===== src/rtl/core/rhtt_pkg.sv =====
// Shared types, codes and constants for the rectangle hit-test table.
package rhtt_pkg;

  localparam int COORD_W  = 32;
  localparam int SIZE_W   = 31;
  localparam int TAG_W    = 16;
  localparam int CMD_W    = 2;
  localparam int STATUS_W = 2;

  localparam int MAX_RECTS_DEF = 32;
  localparam int TAG_BITS_DEF  = 16;

  localparam int QUEUE_DEPTH = 2;

  typedef enum logic [CMD_W-1:0] {
    CMD_INSERT = 2'd0,
    CMD_HIT    = 2'd1,
    CMD_QUERY  = 2'd2,
    CMD_RSVD   = 2'd3
  } cmd_t;

  typedef enum logic [STATUS_W-1:0] {
    ST_OK   = 2'd0,
    ST_FULL = 2'd1,
    ST_NONE = 2'd2
  } status_t;

  typedef enum logic [1:0] {
    JOB_INSERT,
    JOB_HIT,
    JOB_QUERY,
    JOB_NONE
  } job_kind_t;

  typedef enum logic [1:0] {
    B_IDLE,
    B_SCAN,
    B_DONE
  } back_state_t;

  typedef struct packed {
    logic [CMD_W-1:0]          command;
    logic [TAG_W-1:0]          element_tag;
    logic signed [COORD_W-1:0] pos_x;
    logic signed [COORD_W-1:0] pos_y;
    logic [SIZE_W-1:0]         size_w;
    logic [SIZE_W-1:0]         size_h;
    logic signed [COORD_W-1:0] corner2_x;
    logic signed [COORD_W-1:0] corner2_y;
  } in_item_t;

  typedef struct packed {
    logic [STATUS_W-1:0] status;
    logic [TAG_W-1:0]    match_tag;
    logic                last;
  } out_item_t;

  // Classified work item. Hit test: (ax, ay) is the point.
  // Query: ax/bx and ay/by are the ordered low/high bounds.
  typedef struct packed {
    job_kind_t                 kind;
    logic [TAG_W-1:0]          tag;
    logic signed [COORD_W-1:0] ax;
    logic signed [COORD_W-1:0] ay;
    logic signed [COORD_W-1:0] bx;
    logic signed [COORD_W-1:0] by;
    logic [SIZE_W-1:0]         w;
    logic [SIZE_W-1:0]         h;
  } job_t;

endpackage


===== src/rtl/core/rhtt_queue.sv =====
// Small job queue between the front end and the scan engine.
module rhtt_queue (
  input  logic           clk,
  input  logic           rst_n,
  input  logic           push,
  input  rhtt_pkg::job_t push_job,
  output logic           full,
  input  logic           pop,
  output rhtt_pkg::job_t pop_job,
  output logic           empty
);

  localparam int PTR_W = (rhtt_pkg::QUEUE_DEPTH > 1) ? $clog2(rhtt_pkg::QUEUE_DEPTH) : 1;
  localparam int CNT_W = $clog2(rhtt_pkg::QUEUE_DEPTH + 1);

  rhtt_pkg::job_t   slot_r [rhtt_pkg::QUEUE_DEPTH];
  logic [PTR_W-1:0] wr_ptr_r, wr_ptr_nxt;
  logic [PTR_W-1:0] rd_ptr_r, rd_ptr_nxt;
  logic [CNT_W-1:0] count_r, count_nxt;

  function automatic logic [PTR_W-1:0] ptr_inc(input logic [PTR_W-1:0] p);
    logic [PTR_W-1:0] r;
    if (p == PTR_W'(rhtt_pkg::QUEUE_DEPTH - 1)) begin
      r = '0;
    end else begin
      r = p + PTR_W'(1);
    end
    return r;
  endfunction

  assign full    = (count_r == CNT_W'(rhtt_pkg::QUEUE_DEPTH));
  assign empty   = (count_r == '0);
  assign pop_job = slot_r[rd_ptr_r];

  always_comb begin
    wr_ptr_nxt = push ? ptr_inc(wr_ptr_r) : wr_ptr_r;
    rd_ptr_nxt = pop ? ptr_inc(rd_ptr_r) : rd_ptr_r;
    count_nxt  = count_r;
    if (push && !pop) begin
      count_nxt = count_r + CNT_W'(1);
    end else if (!push && pop) begin
      count_nxt = count_r - CNT_W'(1);
    end
  end

  always_ff @(posedge clk) begin
    if (push) begin
      slot_r[wr_ptr_r] <= push_job;
    end
  end

  always_ff @(posedge clk) begin
    if (!rst_n) begin
      wr_ptr_r <= '0;
      rd_ptr_r <= '0;
      count_r  <= '0;
    end else begin
      wr_ptr_r <= wr_ptr_nxt;
      rd_ptr_r <= rd_ptr_nxt;
      count_r  <= count_nxt;
    end
  end

endmodule


===== config.mk =====
export PLATFORM = sky130hd
export DESIGN_NAME = rhtt_queue
export DESIGN_NICKNAME = d
export VERILOG_FILES = /design/src/rtl/core/rhtt_pkg.sv /design/src/rtl/core/rhtt_queue.sv
export SDC_FILE = /design/constraint.sdc
export NUM_CORES = 1
export LEC_CHECK = 0
export ABC_AREA = 0
export ABC_CLOCK_PERIOD_IN_PS = 33300
export BUFFER_PORTS_ARGS = -buffer_cell sky130_fd_sc_hd__buf_4
export CORE_UTILIZATION = 40
export CTS_CLUSTER_DIAMETER = 120
export DETAILED_ROUTE_END_ITERATION = 6
export PLACE_DENSITY = 0.61
export SYNTH_ARGS = -nofsm -noshare
export SYNTH_HDL_FRONTEND = slang
export SYNTH_SLANG_ARGS = --single-unit

===== constraint.sdc =====
create_clock -name clk -period 33.3 [get_ports clk]
set_input_delay 4.995 -clock clk [delete_from_list [all_inputs] [get_ports clk]]
set_output_delay 4.995 -clock clk [all_outputs]
set_load 0.03 [all_outputs]

After elaboration in Yosys (flattened, before gate mapping). Memories as Yosys holds them, arrays and structs flattened. A register that Yosys moved wholly into a read port is not among the register bits. Index checks and enable logic that the tools add are counted.

Bits in registers: 4. Memory bits (writable): 416. Input bits: 212. Output and inout port bits: 210. Logic and storage cells: 23. Memories: 1.

Memories: slot_r (words 2, bits a word 208, read ports 1, clocked after memory_dff 1, wr ports 1, line rhtt_queue.sv:16) `rhtt_pkg::job_t slot_r [rhtt_pkg::QUEUE_DEPTH];`.

Add/subtract/negate cells: 4. Eq/ne operators: 1. Mux-type cells: 8. Reduce and logical (&&, ||, !) cells: 6.

Operators by type and width (count): $mux W1 (6); $mux W2 (2); $add A1 B1 Y1 const B (2); $add A2 B1 Y2 const B (1); $eq A2 B2 Y1 const B (1); $logic_and A1 B1 Y1 (2); $logic_not A1 Y1 (2); $logic_not A2 Y1 (1); $reduce_bool A2 Y1 (1); $sub A2 B1 Y2 const B (1).

Depth between registers and ports, before layout.
Word-level depth: 4. Gate-level depth with buffers: 5. Depth with buffers taken out: 5.

Worst setup path before layout. Ideal clock, no wire load.

Path kind: input to register. Start point: input push. End point: register wr_ptr_r. Library setup time: 101 ps. Arrival: 14713 ps. Data required time: 33199 ps. Slack: 18487 ps. Cell stages on the path: 2. Buffers on the path: 0. Path through: nor2b_1 -> o21a_1.

RTL lines: from (decl) (line rhtt_queue.sv:5) `input logic push,`; to (signal assigned) (line rhtt_queue.sv:58) `wr_ptr_r <= wr_ptr_nxt;`; to (decl) (line rhtt_queue.sv:17) `logic [PTR_W-1:0] wr_ptr_r, wr_ptr_nxt;`.

==> results.md <==
* Status: completed
* Worst-case hold slack at 531 ps
* Initial DRC Count at 295
* CP Data Required Time at 28300 ps
* Critical path class: flop to primary output
* Die height at 200 um
* Hold WC Path Type: flop to flop
* Setup TNS at 0 ps
* XOR/XNOR Fraction of Synth Area at 0.168%
* Design Area, Final at 0.0207 mm2
* Lkg Pwr at 7.90 nW
* Unique masters post-synth at 17
* Post-DRT Antenna Nets at 0
* Fraction of layout instances using a drive strength above 1 at 60.6%
* Worst-path fanout max at 65
* Syn Area/Cell at 23.4 um2
* Critical-path top delay cell: buf_4
* Peak Freq at 117 MHz
* CP cell instances: buf_4 -> buf_4 -> mux2_2 -> buf_4
* CTS clock-pin slew for the worst setup and hold paths at 60 ps
* Synth Area in Simple Gates at 0.344%
* Final hold vios at 0
* FF+latch count, synth at 421
* Gpl congestion at 0.799
* Tcrit/Tclk final at 25.8%
* Multi-input logic area at 0.00284 mm2
* Max_slew headroom at 28.9%
* DR pass1 iterations at 6
* # IOs at 422
* Synth warn at 0
* Clock Sinks at 421
* Compound-Gate Fraction of Synth Area at 0.128%
* Post-DP HPWL at 22100 um
* H-tree depth at 2
* Mapped cell area at 0.0156 mm2
* R2R Setup Slk at 30250 ps
* Period minus WS final at 8580 ps
* RSZ-0062 raised after global routing: false
* Num CTS Buffers at 43
* Most frequent cells in the layout: buf_4 (429), edfxtp_1 (416), mux2_2 (107)
* CTS resizes at 0
* CP Capture Point: pop_job[20]
* Post-Synth Adder-Cell Area at 0.0800%
* Commonest non-fill, non-tap cell in the layout: buf_4
* Most used cell, CP: buf_4
* Mux share of post-synthesis cell area at 17.4%
* Pin count of the biggest net entering global routing at 75
* Measured slew at the worst slew-check pin at 1070 ps
* Via count of the first global-routing pass at 8008
* Global-route wire length before repair at 46300 um
* CTS max path bufs at 3
* Sequential share of the synthesized area at 80.5%
* Clk_lat worst skew at 540 ps
* Fill count at 3066
* CP arrival at 3590 ps
* Final setup violating endpoints at 0
* Number of setup buffers added after CTS at 0
* Pwr Density at 61.6 mW/mm2
* Via count at 7751
* Starting density of the core at 40.5%
* Synth-to-Final Area Change at 32.2%
* Remaining DRCs at 0
* Hold_buf cts at 0
* Sequential Area at 0.0126 mm2
* Die ar. at 0.0399 mm2
* Core area at 0.0386 mm2
* FP Rows at 72
* Reg-to-reg startpoint: wr_ptr_r
* Place WS at 25190 ps
* WL/cell at 19.7 um
* Final worst setup slack at 24720 ps
* Area after DPL at 0.0193 mm2
* Peak VDD IR at 50.1 uV
* Total power draw at 1.27 mW
* FF-to-FF path depth at 3
* Grt total ovfl at 0
* Largest family of logic cells by synthesized area: multiplexers
* Final slew viol count at 0
* Drt total wl at 32900 um
* Die Wd at 200 um
* CP peak stage delay at 890 ps
* Initial antenna violation count at 0
* MaxCap Viol Count at 0
* Root Driver: clkbuf_16
* Global-route usage over all layers at 15.7%
* Fin nets at 1333
* Syn Nets at 882
* Port Buffer Count at 421
* Element type at the critical path start: flop
* Reg2reg end: slot_r[0][120]
* Setup crit end kind: primary output
* Vias/cell at 4.64
* Mapped Cells at 669
* CTS tree: built
* Final Skew at 10.9 ps
## flip-flops by register name, summed over array words and instances (netlist names), named ones only
signal	cells
count_r	2
rd_ptr_r	1
slot_r	416
wr_ptr_r	1
## synth_stat cells
cell type / number / share of area [%]
a21boi_0: 1 / 0.048
and2_1: 4 / 0.16
buf_2: 8 / 0.26
buf_6: 15 / 1.1
dfxtp_1: 5 / 0.64
edfxtp_1: 416 / 80
ha_1: 1 / 0.080
inv_1: 1 / 0.024
mux2_2: 107 / 7.7
mux2_4: 101 / 9.7
nor2_1: 1 / 0.024
nor2b_1: 3 / 0.12
o21a_1: 1 / 0.048
o21ai_0: 1 / 0.032
or3_1: 1 / 0.040
xnor2_1: 1 / 0.056
xor2_1: 2 / 0.11
## kinds of logic (layout without fill, tap and decap cells)
kind of cell | count (synthesis) | count (layout)
flops | 421 | 421
mux | 208 | 208
buf+inv | 24 | 506
simple gates | 9 | 9
compound gates | 3 | 3
xor+xnor | 3 | 3
fa+ha+maj | 1 | 1
other cells | 0 | 3
## critical path: cells and delay by family (launching register included)
kind	cells	cell delay, ps
flip-flops	1	720
multiplexers	1	430
buffers and inverters	3	1760
## metal layers
metal | GRT usage, % | wire length [um] | vias to the layer above
li1 | - | - | 3579
met1 | 18.8 | 12900 | 3808
met2 | 25.5 | 16000 | 307
met3 | 5.51 | 3090 | 57
met4 | 7.32 | 934 | 0
met5 | 0 | 0 | -
## power breakdown
part | internal (mW) | switching, mW
clock network | 0.275 | 0.187
registers | 0.614 | 0.00840
logic | 0.0835 | 0.105
total | 0.972 | 0.301
## worst min path at each step
stage                from          to  slack, ps  cells after the start
3_3_place_gp   count_r[1]  count_r[1]        490                      2
5_1_grt        count_r[1]  count_r[1]        580                      2
6_report       count_r[1]  count_r[1]        530                      2
4_1_cts        count_r[1]  count_r[1]        530                      2
3_5_place_dp   count_r[1]  count_r[1]        520                      2
2_1_floorplan  count_r[1]  count_r[1]        470                      2
## final cells by class
| type | instances | share of cell area, % |
|---|---|---|
| inverters | 1 | 0.0182 |
| clock buffers | 50 | 5.54 |
| well taps | 518 | 3.13 |
| repair buffers | 429 | 15.6 |
| clock inverters | 26 | 1.03 |
| flip-flops and latches | 421 | 60.9 |
| multi-input cells | 224 | 13.8 |
| diodes | 3 | 0.0363 |
## per-stage QoR
step                cells  util (%)
detailed placement   1593      50.0
CTS                  1669      53.5
floorplan             669         -
global route         1669      53.5
global placement     1593      50.0
finish               1672      53.5
Power figures use the tool's default switching activity.
