$ cat config.mk
export PLATFORM = sky130hd
export DESIGN_NAME = rhtt_front
export DESIGN_NICKNAME = d
export VERILOG_FILES = /design/src/rtl/core/rhtt_pkg.sv /design/src/rtl/core/rhtt_front.sv
export SDC_FILE = /design/constraint.sdc
export NUM_CORES = 1
export LEC_CHECK = 0
export ABC_CLOCK_PERIOD_IN_PS = 7150
export BUFFER_PORTS_ARGS = -buffer_cell sky130_fd_sc_hd__buf_4
export CAP_MARGIN = 20
export CORE_AREA = 2 2 165 167
export DETAILED_ROUTE_END_ITERATION = 8
export DIE_AREA = 0 0 167 169
export PLACE_DENSITY = 0.49
export SETUP_SLACK_MARGIN = 0.3
export SYNTH_ARGS = -nofsm -noshare
export SYNTH_HDL_FRONTEND = slang
export SYNTH_SLANG_ARGS = --single-unit
$ cat constraint.sdc
create_clock -name vclk -period 7.15
set_clock_uncertainty 0.05 [all_clocks]
set_input_delay 0.3575 -clock vclk [all_inputs]
set_output_delay 0.3575 -clock vclk [all_outputs]
set_load 0.05 [all_outputs]
$ cat src/rtl/core/rhtt_pkg.sv
// Shared types, codes and constants for the rectangle hit-test table.
package rhtt_pkg;

  localparam int COORD_W  = 32;
  localparam int SIZE_W   = 31;
  localparam int TAG_W    = 16;
  localparam int CMD_W    = 2;
  localparam int STATUS_W = 2;

  localparam int MAX_RECTS_DEF = 32;
  localparam int TAG_BITS_DEF  = 16;

  localparam int QUEUE_DEPTH = 2;

  typedef enum logic [CMD_W-1:0] {
    CMD_INSERT = 2'd0,
    CMD_HIT    = 2'd1,
    CMD_QUERY  = 2'd2,
    CMD_RSVD   = 2'd3
  } cmd_t;

  typedef enum logic [STATUS_W-1:0] {
    ST_OK   = 2'd0,
    ST_FULL = 2'd1,
    ST_NONE = 2'd2
  } status_t;

  typedef enum logic [1:0] {
    JOB_INSERT,
    JOB_HIT,
    JOB_QUERY,
    JOB_NONE
  } job_kind_t;

  typedef enum logic [1:0] {
    B_IDLE,
    B_SCAN,
    B_DONE
  } back_state_t;

  typedef struct packed {
    logic [CMD_W-1:0]          command;
    logic [TAG_W-1:0]          element_tag;
    logic signed [COORD_W-1:0] pos_x;
    logic signed [COORD_W-1:0] pos_y;
    logic [SIZE_W-1:0]         size_w;
    logic [SIZE_W-1:0]         size_h;
    logic signed [COORD_W-1:0] corner2_x;
    logic signed [COORD_W-1:0] corner2_y;
  } in_item_t;

  typedef struct packed {
    logic [STATUS_W-1:0] status;
    logic [TAG_W-1:0]    match_tag;
    logic                last;
  } out_item_t;

  // Classified work item. Hit test: (ax, ay) is the point.
  // Query: ax/bx and ay/by are the ordered low/high bounds.
  typedef struct packed {
    job_kind_t                 kind;
    logic [TAG_W-1:0]          tag;
    logic signed [COORD_W-1:0] ax;
    logic signed [COORD_W-1:0] ay;
    logic signed [COORD_W-1:0] bx;
    logic signed [COORD_W-1:0] by;
    logic [SIZE_W-1:0]         w;
    logic [SIZE_W-1:0]         h;
  } job_t;

endpackage

$ cat src/rtl/core/rhtt_front.sv
// Front end: accepts input beats, decodes the command and orders query corners.
module rhtt_front (
  input  logic              in_valid,
  input  rhtt_pkg::in_item_t in_item,
  output logic              in_stall,
  input  logic              q_full,
  output logic              push,
  output rhtt_pkg::job_t    push_job
);

  logic signed [rhtt_pkg::COORD_W-1:0] lo_x, hi_x, lo_y, hi_y;

  always_comb begin
    if (in_item.pos_x < in_item.corner2_x) begin
      lo_x = in_item.pos_x;
      hi_x = in_item.corner2_x;
    end else begin
      lo_x = in_item.corner2_x;
      hi_x = in_item.pos_x;
    end
    if (in_item.pos_y < in_item.corner2_y) begin
      lo_y = in_item.pos_y;
      hi_y = in_item.corner2_y;
    end else begin
      lo_y = in_item.corner2_y;
      hi_y = in_item.pos_y;
    end
  end

  always_comb begin
    push_job.tag = in_item.element_tag;
    push_job.w   = in_item.size_w;
    push_job.h   = in_item.size_h;
    push_job.ax  = in_item.pos_x;
    push_job.ay  = in_item.pos_y;
    push_job.bx  = in_item.corner2_x;
    push_job.by  = in_item.corner2_y;
    case (in_item.command)
      rhtt_pkg::CMD_INSERT: begin
        push_job.kind = rhtt_pkg::JOB_INSERT;
      end
      rhtt_pkg::CMD_HIT: begin
        push_job.kind = rhtt_pkg::JOB_HIT;
      end
      rhtt_pkg::CMD_QUERY: begin
        push_job.kind = rhtt_pkg::JOB_QUERY;
        push_job.ax   = lo_x;
        push_job.ay   = lo_y;
        push_job.bx   = hi_x;
        push_job.by   = hi_y;
      end
      default: begin
        push_job.kind = rhtt_pkg::JOB_NONE;
      end
    endcase
  end

  assign in_stall = q_full;
  assign push     = in_valid && !q_full;

endmodule

== Yosys cells after proc, flatten, opt, wreduce, memory -nomap -nowiden ==
Index checks and enable logic that the tools add are counted.

* $add $sub $neg: 0
* Multiply operators: 0
* Divide/modulo/power cells: 0
* Order comparisons: 2
* Equality and inequality tests: 2
* Shift-type cells: 0
* Mux-type cells: 6
* Bitwise logic cells: 0
* Reduce and logical (&&, ||, !) cells: 3

{| class="wikitable"
|+ Operator list
! operator !! number
|-
| 2-to-1 mux 128 bit || 1
|-
| 2-to-1 mux 32 bit || 4
|-
| < comparator 32 bit || 2
|-
| case mux 2 bit (3 select lines) || 1
|-
| equality test 2 x 1 -> 1 bit (second input constant) || 1
|-
| equality test 2 bit (second input constant) || 1
|-
| zero test 2 bit || 1
|-
| logical AND 1 bit || 1
|-
| zero test 1 bit || 1
|}

* Bits in registers: 0
* Bits in latches: 0
* Memory bits (writable): 0
* Memory bits (read-only): 0
* Input bits: 210
* Word-level logic and storage cells: 13
* Memories kept: 0

== Depth between registers and ports, before layout ==
Gate-level depths: netlist of run 1.

* Depth in word-level cells: 3
* Gate-level depth with buffers: 10
* Depth with buffers taken out: 9

== Worst setup path after synthesis of run 1 ==
Ideal clock, no wire load.

* Path kind: input to output
* Start point: input in_item[63] (netlist name)
* End point: output push_job[159] (netlist name)
* Arrival: 2.642 ns
* Required time: 6.743 ns
* Setup slack: 4.101 ns
* Cell stages on the path: 10
* Path buffers: 1
* Path through: inv_1 > ha_1 > nand4_1 > nor4_1 > a221oi_1 > o211ai_1 > a31o_2 > mux2i_4 > buf_6 > mux2_1

{| class="wikitable"
|+ RTL lines
! item !! line !! source
|-
| from (decl) || rhtt_front.sv:4 || <nowiki>input rhtt_pkg::in_item_t in_item,</nowiki>
|-
| to (decl) || rhtt_front.sv:8 || <nowiki>output rhtt_pkg::job_t push_job</nowiki>
|}

==> results.sh, run 1 <==
export IMPL_status="completed"
export IMPL_initial_utilization=0.154
export IMPL_synthDistinctLibCells=35
export IMPL_cp_required_ns=6.74
export IMPL_max_freq_mhz=229
export IMPL_final_cell_mix="buf_4, inv_1, mux2_2"
export IMPL_drt_iter0_drc=75
export IMPL_end_kind="output pin"
export IMPL_wl_per_cell_um=15.0
export IMPL_drt_vias_per_instance=3.88
export IMPL_finalInstanceArea_mm2=0.00574
export IMPL_setup_viol=0
export IMPL_rsz0062_at_grt="false"
export IMPL_synth_area_per_cell_um2=8.97
export IMPL_totalWireLength_um=14600
export IMPL_drc=0
export IMPL_cp_max_fo=46
export IMPL_hp_start="in_item[199]"
export IMPL_gp_congestion=0.793
export IMPL_seq_cells=0
export IMPL_port_buffers=264
export IMPL_p_leak_nw=2.99
export IMPL_power_total_uw=654
export IMPL_tightest_slew_ns=0.837
export IMPL_area_delta_synth_final_pct=41.0
export IMPL_synth_fp_nets=726
export IMPL_grt_pass1_wl_um=21500
export IMPL_synth_area_mm2=0.00407
export IMPL_cts_resized=0
export IMPL_cp_startpoint="in_item[30]"
export IMPL_critPathLaunchType="input port"
export IMPL_drtPass1Iterations=4
export IMPL_fp_coreArea_mm2=0.0265
export IMPL_critPathArrivalTime_ns=3.95
export IMPL_seq_area_um2=0
export IMPL_placed_cell_area_mm2=0.00574
export IMPL_post_synth_top_area_fraction=0.221
export IMPL_layout_commonest_cell="buf_4"
export IMPL_hold_slack_ns=0.665
export IMPL_grt_pass1_vias=3804
export IMPL_fin_setup_tns_ns=0
export IMPL_grt_overflow=0
export IMPL_yosys_warnings=0
export IMPL_io_pins=420
export IMPL_die_h_um=169
export IMPL_die_w_um=167
export IMPL_antenna_found_initial=1
export IMPL_synth_top_cells_by_area="mux2_4, ha_1, mux2_2"
export IMPL_synthCells=454
export IMPL_final_min_clock_period_ns=4.36
export IMPL_hold_buffers=0
export IMPL_vias=3759
export IMPL_cts_setup_buffers=0
export IMPL_dp_hpwl_um=13000
export IMPL_postLayoutCoreUtil=0.217
export IMPL_grt_max_degree=63
export IMPL_dieArea_mm2=0.0282
export IMPL_max_cap_violations=0
export IMPL_finalCritPeriodShare=0.610
export IMPL_nClkBuffers=0
export IMPL_drv_slew=0
export IMPL_drtAntennaViolNets=0
export IMPL_yosysTopAreaCell="mux2_4"
export IMPL_hold_path_class="in2out"
export IMPL_seq_area_frac_synth=0
export IMPL_power_density_mw_per_mm2=114
export IMPL_max_slew_margin_rel=0.430
export IMPL_ir_drop_mv=0.0538
export IMPL_finalHoldViolations=0
export IMPL_grtUsageTotal=0.0944
export IMPL_rows=60
export IMPL_fin_nets=901
export IMPL_drive_gt1_frac=0.630
export IMPL_critPathKind="in2out"
[cells in the mapped netlist (all sizes together), types with 4 or more instances]
master,number
nor2,12
inv,64
mux2,128
nand2b,4
o21ai,8
a21oi,20
ha,62
o21a,4
nand4,8
buf,91
nand2,22
[critical path: stages]
cell      delay, ns
buf_4          0.09
inv_1          0.04
ha_1           0.32
nand4_1        0.17
nor4_1         0.45
a221oi_1       0.14
o211ai_1       0.13
a31o_4         0.15
mux2i_4        0.71
buf_4          0.77
mux2_2         0.41
buf_4          0.19
[power breakdown]
group	internal (mW)	leakage, nW	switching (mW)
Combinational	0.256	2.99	0.399
Clock	0.0000000187	0.00000634	0
Sequential	0	0	0
[routing by layer]
metal	vias to the layer above	track usage	share of wire
met5	-	0.0104	0.0025
met4	2	0.00450	0.0054
met3	8	0.0545	0.15
met2	263	0.157	0.45
met1	1633	0.110	0.39
li1	1853	-	-
[through the flow]
step | setup WS [ns] | cells
after floorplan | 4.10 | 454
after global placement | 2.78 | 968
after detailed placement | 2.74 | 968
after CTS | 2.73 | 968
after global routing | 2.48 | 968
final | 2.79 | 969
[final cells by class]
class	instances	area, µm²
inverters	64	240
multi-input cells	297	3070
fillers	2942	20800
repair buffers	266	2000
diodes	1	2.50
well taps	341	427
[cells by family (layout without fill, tap and decap cells)]
| family | count (synthesis) | in the layout | share of synthesized area |
|---|---|---|---|
| buf+inv | 157 | 330 | 0.245 |
| mux | 130 | 130 | 0.420 |
| fa+ha+maj | 62 | 62 | 0.190 |
| simple gates | 57 | 57 | 0.0661 |
| compound gates | 48 | 48 | 0.0780 |
| other cells | 0 | 1 | 0 |
[final timing paths]
check,to,slack [ns],depth (start not counted)
worst max-delay path,push_job[63],2.79,12
worst min-delay path,push_job[199],0.67,0
Note: power is estimated with default switching activity, not from simulation.
==> run 2: changes to the inputs <==
- ABC_AREA: default -> 1
- ABC_CLOCK_PERIOD_IN_PS: 7150 -> 3800
- CORE_AREA: 2 2 165 167 -> 2 2 161 163
- DIE_AREA: 0 0 167 169 -> 0 0 163 165
- PLACE_DENSITY: 0.49 -> 0.53
- clock period: 7.15 -> 3.8 ns (I/O delays scaled with it)
==> run 2 against run 1 <==
Highest routed layer is now met4. Cell count rose by 30%. Critical path depth rose by 5. Sequential share of layout area did not move.
==> results.sh, run 2 <==
export IMPL_status="completed"
export IMPL_cts_setup_buffers=0
export IMPL_cp_max_fo=33
export IMPL_fin_setup_tns_ns=0
export IMPL_power_density_mw_per_mm2=228
export IMPL_drtPass1Iterations=4
export IMPL_die_w_um=163
export IMPL_grt_pass1_wl_um=25700
export IMPL_critPathLaunchType="input port"
export IMPL_die_h_um=165
export IMPL_fin_nets=1205
export IMPL_final_cell_mix="nand2_1, buf_4, nand4_1"
export IMPL_grt_busiest_layer="met2"
export IMPL_layout_commonest_cell="nand2_1"
export IMPL_drt_iter0_drc=221
export IMPL_setup_viol=0
export IMPL_diodes=0
export IMPL_drtAntennaViolNets=0
export IMPL_gp_congestion=0.788
export IMPL_synth_most_common_cell="nand2_1"
export IMPL_grt_pass1_vias=5074
export IMPL_grt_met3_usage=0.0254
export IMPL_ir_drop_mv=0.0961
export IMPL_synth_commonest_cells="nand2_1, nand4_1, buf_4"
export IMPL_max_cap_violations=0
export IMPL_area_delta_synth_final_pct=38.1
export IMPL_vias=5607
export IMPL_end_kind="output pin"
export IMPL_synthDistinctLibCells=19
export IMPL_grtUsageTotal=0.114
export IMPL_finalCritPeriodShare=0.786
export IMPL_p_leak_nw=3.58
export IMPL_initial_utilization=0.171
export IMPL_synthCells=791
export IMPL_drv_slew=0
export IMPL_critPathKind="in2out"
export IMPL_cts_resized=0
export IMPL_critPathArrivalTime_ns=2.75
export IMPL_fillCellCount=2909
export IMPL_synth_area_mm2=0.00429
export IMPL_rsz0062_at_grt="false"
export IMPL_antenna_found_initial=0
export IMPL_dp_hpwl_um=14000
export IMPL_hold_buffers=0
export IMPL_yosys_warnings=0
export IMPL_synth_top_cells_by_area="nand2_1, nand4_1, ha_1"
export IMPL_cp_startpoint="in_item[37]"
export IMPL_port_buffers=264
export IMPL_synth_fp_nets=1063
export IMPL_final_min_clock_period_ns=2.99
export IMPL_seq_cells=0
export IMPL_tightest_slew_ns=0.705
export IMPL_max_freq_mhz=335
export IMPL_grt_util_met2=0.207
export IMPL_seq_area_um2=0
export IMPL_post_synth_top_area_fraction=0.271
export IMPL_drc=0
export IMPL_hold_path_class="in2out"
export IMPL_nClkBuffers=0
export IMPL_grtUsageMet1=0.132
export IMPL_drive_gt1_frac=0.300
export IMPL_wl_per_cell_um=13.6
export IMPL_drt_vias_per_instance=4.45
export IMPL_totalWireLength_um=17200
export IMPL_multi_input_area_mm2=0.00315
export IMPL_io_pins=420
export IMPL_power_total_mw=1.35
export IMPL_rows=58
export IMPL_seq_area_frac_synth=0
export IMPL_yosysTopAreaCell="nand2_1"
export IMPL_cp_required_ns=3.56
export IMPL_max_slew_margin_rel=0.530
export IMPL_dieArea_mm2=0.0269
export IMPL_fp_coreArea_mm2=0.0250
export IMPL_crit_path_end="push_job[105]"
export IMPL_finalHoldViolations=0
export IMPL_grt_overflow=0
export IMPL_grt_max_degree=125
export IMPL_synth_area_per_cell_um2=5.43
run 2: changes by cell type after synthesis, moves of 8 or more:
| cell | before | now |
|---|---|---|
| mux2_2 | 64 | 0 |
| buf_2 | 0 | 26 |
| clkbuf_1 | 2 | 16 |
| nand4_1 | 8 | 126 |
| nor2_1 | 12 | 20 |
| mux2_4 | 60 | 0 |
| inv_1 | 64 | 82 |
| nand2_1 | 22 | 310 |
| a21oi_1 | 20 | 31 |
run 2: worst min-delay path by stage:
| stage | from | endpoint | slack (ns) | cells after the start |
|---|---|---|---|---|
| after floorplan | q_full | in_stall | 0.50 | 1 |
| after global placement | in_item[78] | push_job[14] | 0.33 | 0 |
| after detailed placement | in_item[78] | push_job[14] | 0.33 | 0 |
| after CTS | in_item[78] | push_job[14] | 0.33 | 0 |
| after global routing | in_item[77] | push_job[13] | 0.33 | 0 |
| final | in_item[193] | push_job[193] | 0.33 | 0 |
run 2: where the power goes:
part	total, mW	internal, mW	switching, mW
Clock	0	0	0
Combinational	1.35	0.413	0.937
Sequential	0	0	0
Total	1.35	0.413	0.937
run 2: per-layer routing:
metal,wire length (µm),vias to the layer above
li1,-,2819
met3,1570,46
met1,6830,2468
met5,0,-
met2,8110,274
met4,646,0
run 2: layout make-up:
class / instances / area share
Inverter: 82 / 0.0519
Timing Repair Buffer: 271 / 0.347
Tap cell: 330 / 0.0696
Multi-Input combinational cell: 578 / 0.531
run 2: kinds of logic after synthesis:
family,synth area share
AOI/OAI and AO/OA,0.0533
adders and majority gates,0.181
buffers and inverters,0.268
and+or+nand+nor,0.498
run 2: critical path, cell delays in order:
cell and delay (ns):
buf_4 0.09, inv_1 0.04, ha_1 0.30, a21oi_1 0.16, nor2_1 0.06, nor3_1 0.12
nand2_1 0.13, nand2_1 0.08, nand2_1 0.08, nand2_1 0.12, nand2_1 0.08, nand2_2 0.07
nand3_2 0.49, buf_12 0.39, nand2_1 0.07, nand2_1 0.06, buf_4 0.19
run 2: through the flow:
stage | hold slack (ns) | instances | utilization | area (µm²) | setup WS, ns
floorplan | 0.497 | 791 | - | 4290 | 1.22
global placement | 0.330 | 1261 | 0.237 | 5930 | 0.783
detailed placement | 0.330 | 1261 | 0.237 | 5930 | 0.762
CTS | 0.330 | 1261 | 0.237 | 5930 | 0.760
global route | 0.330 | 1261 | 0.237 | 5930 | 0.546
finish | 0.330 | 1261 | 0.237 | 5930 | 0.811
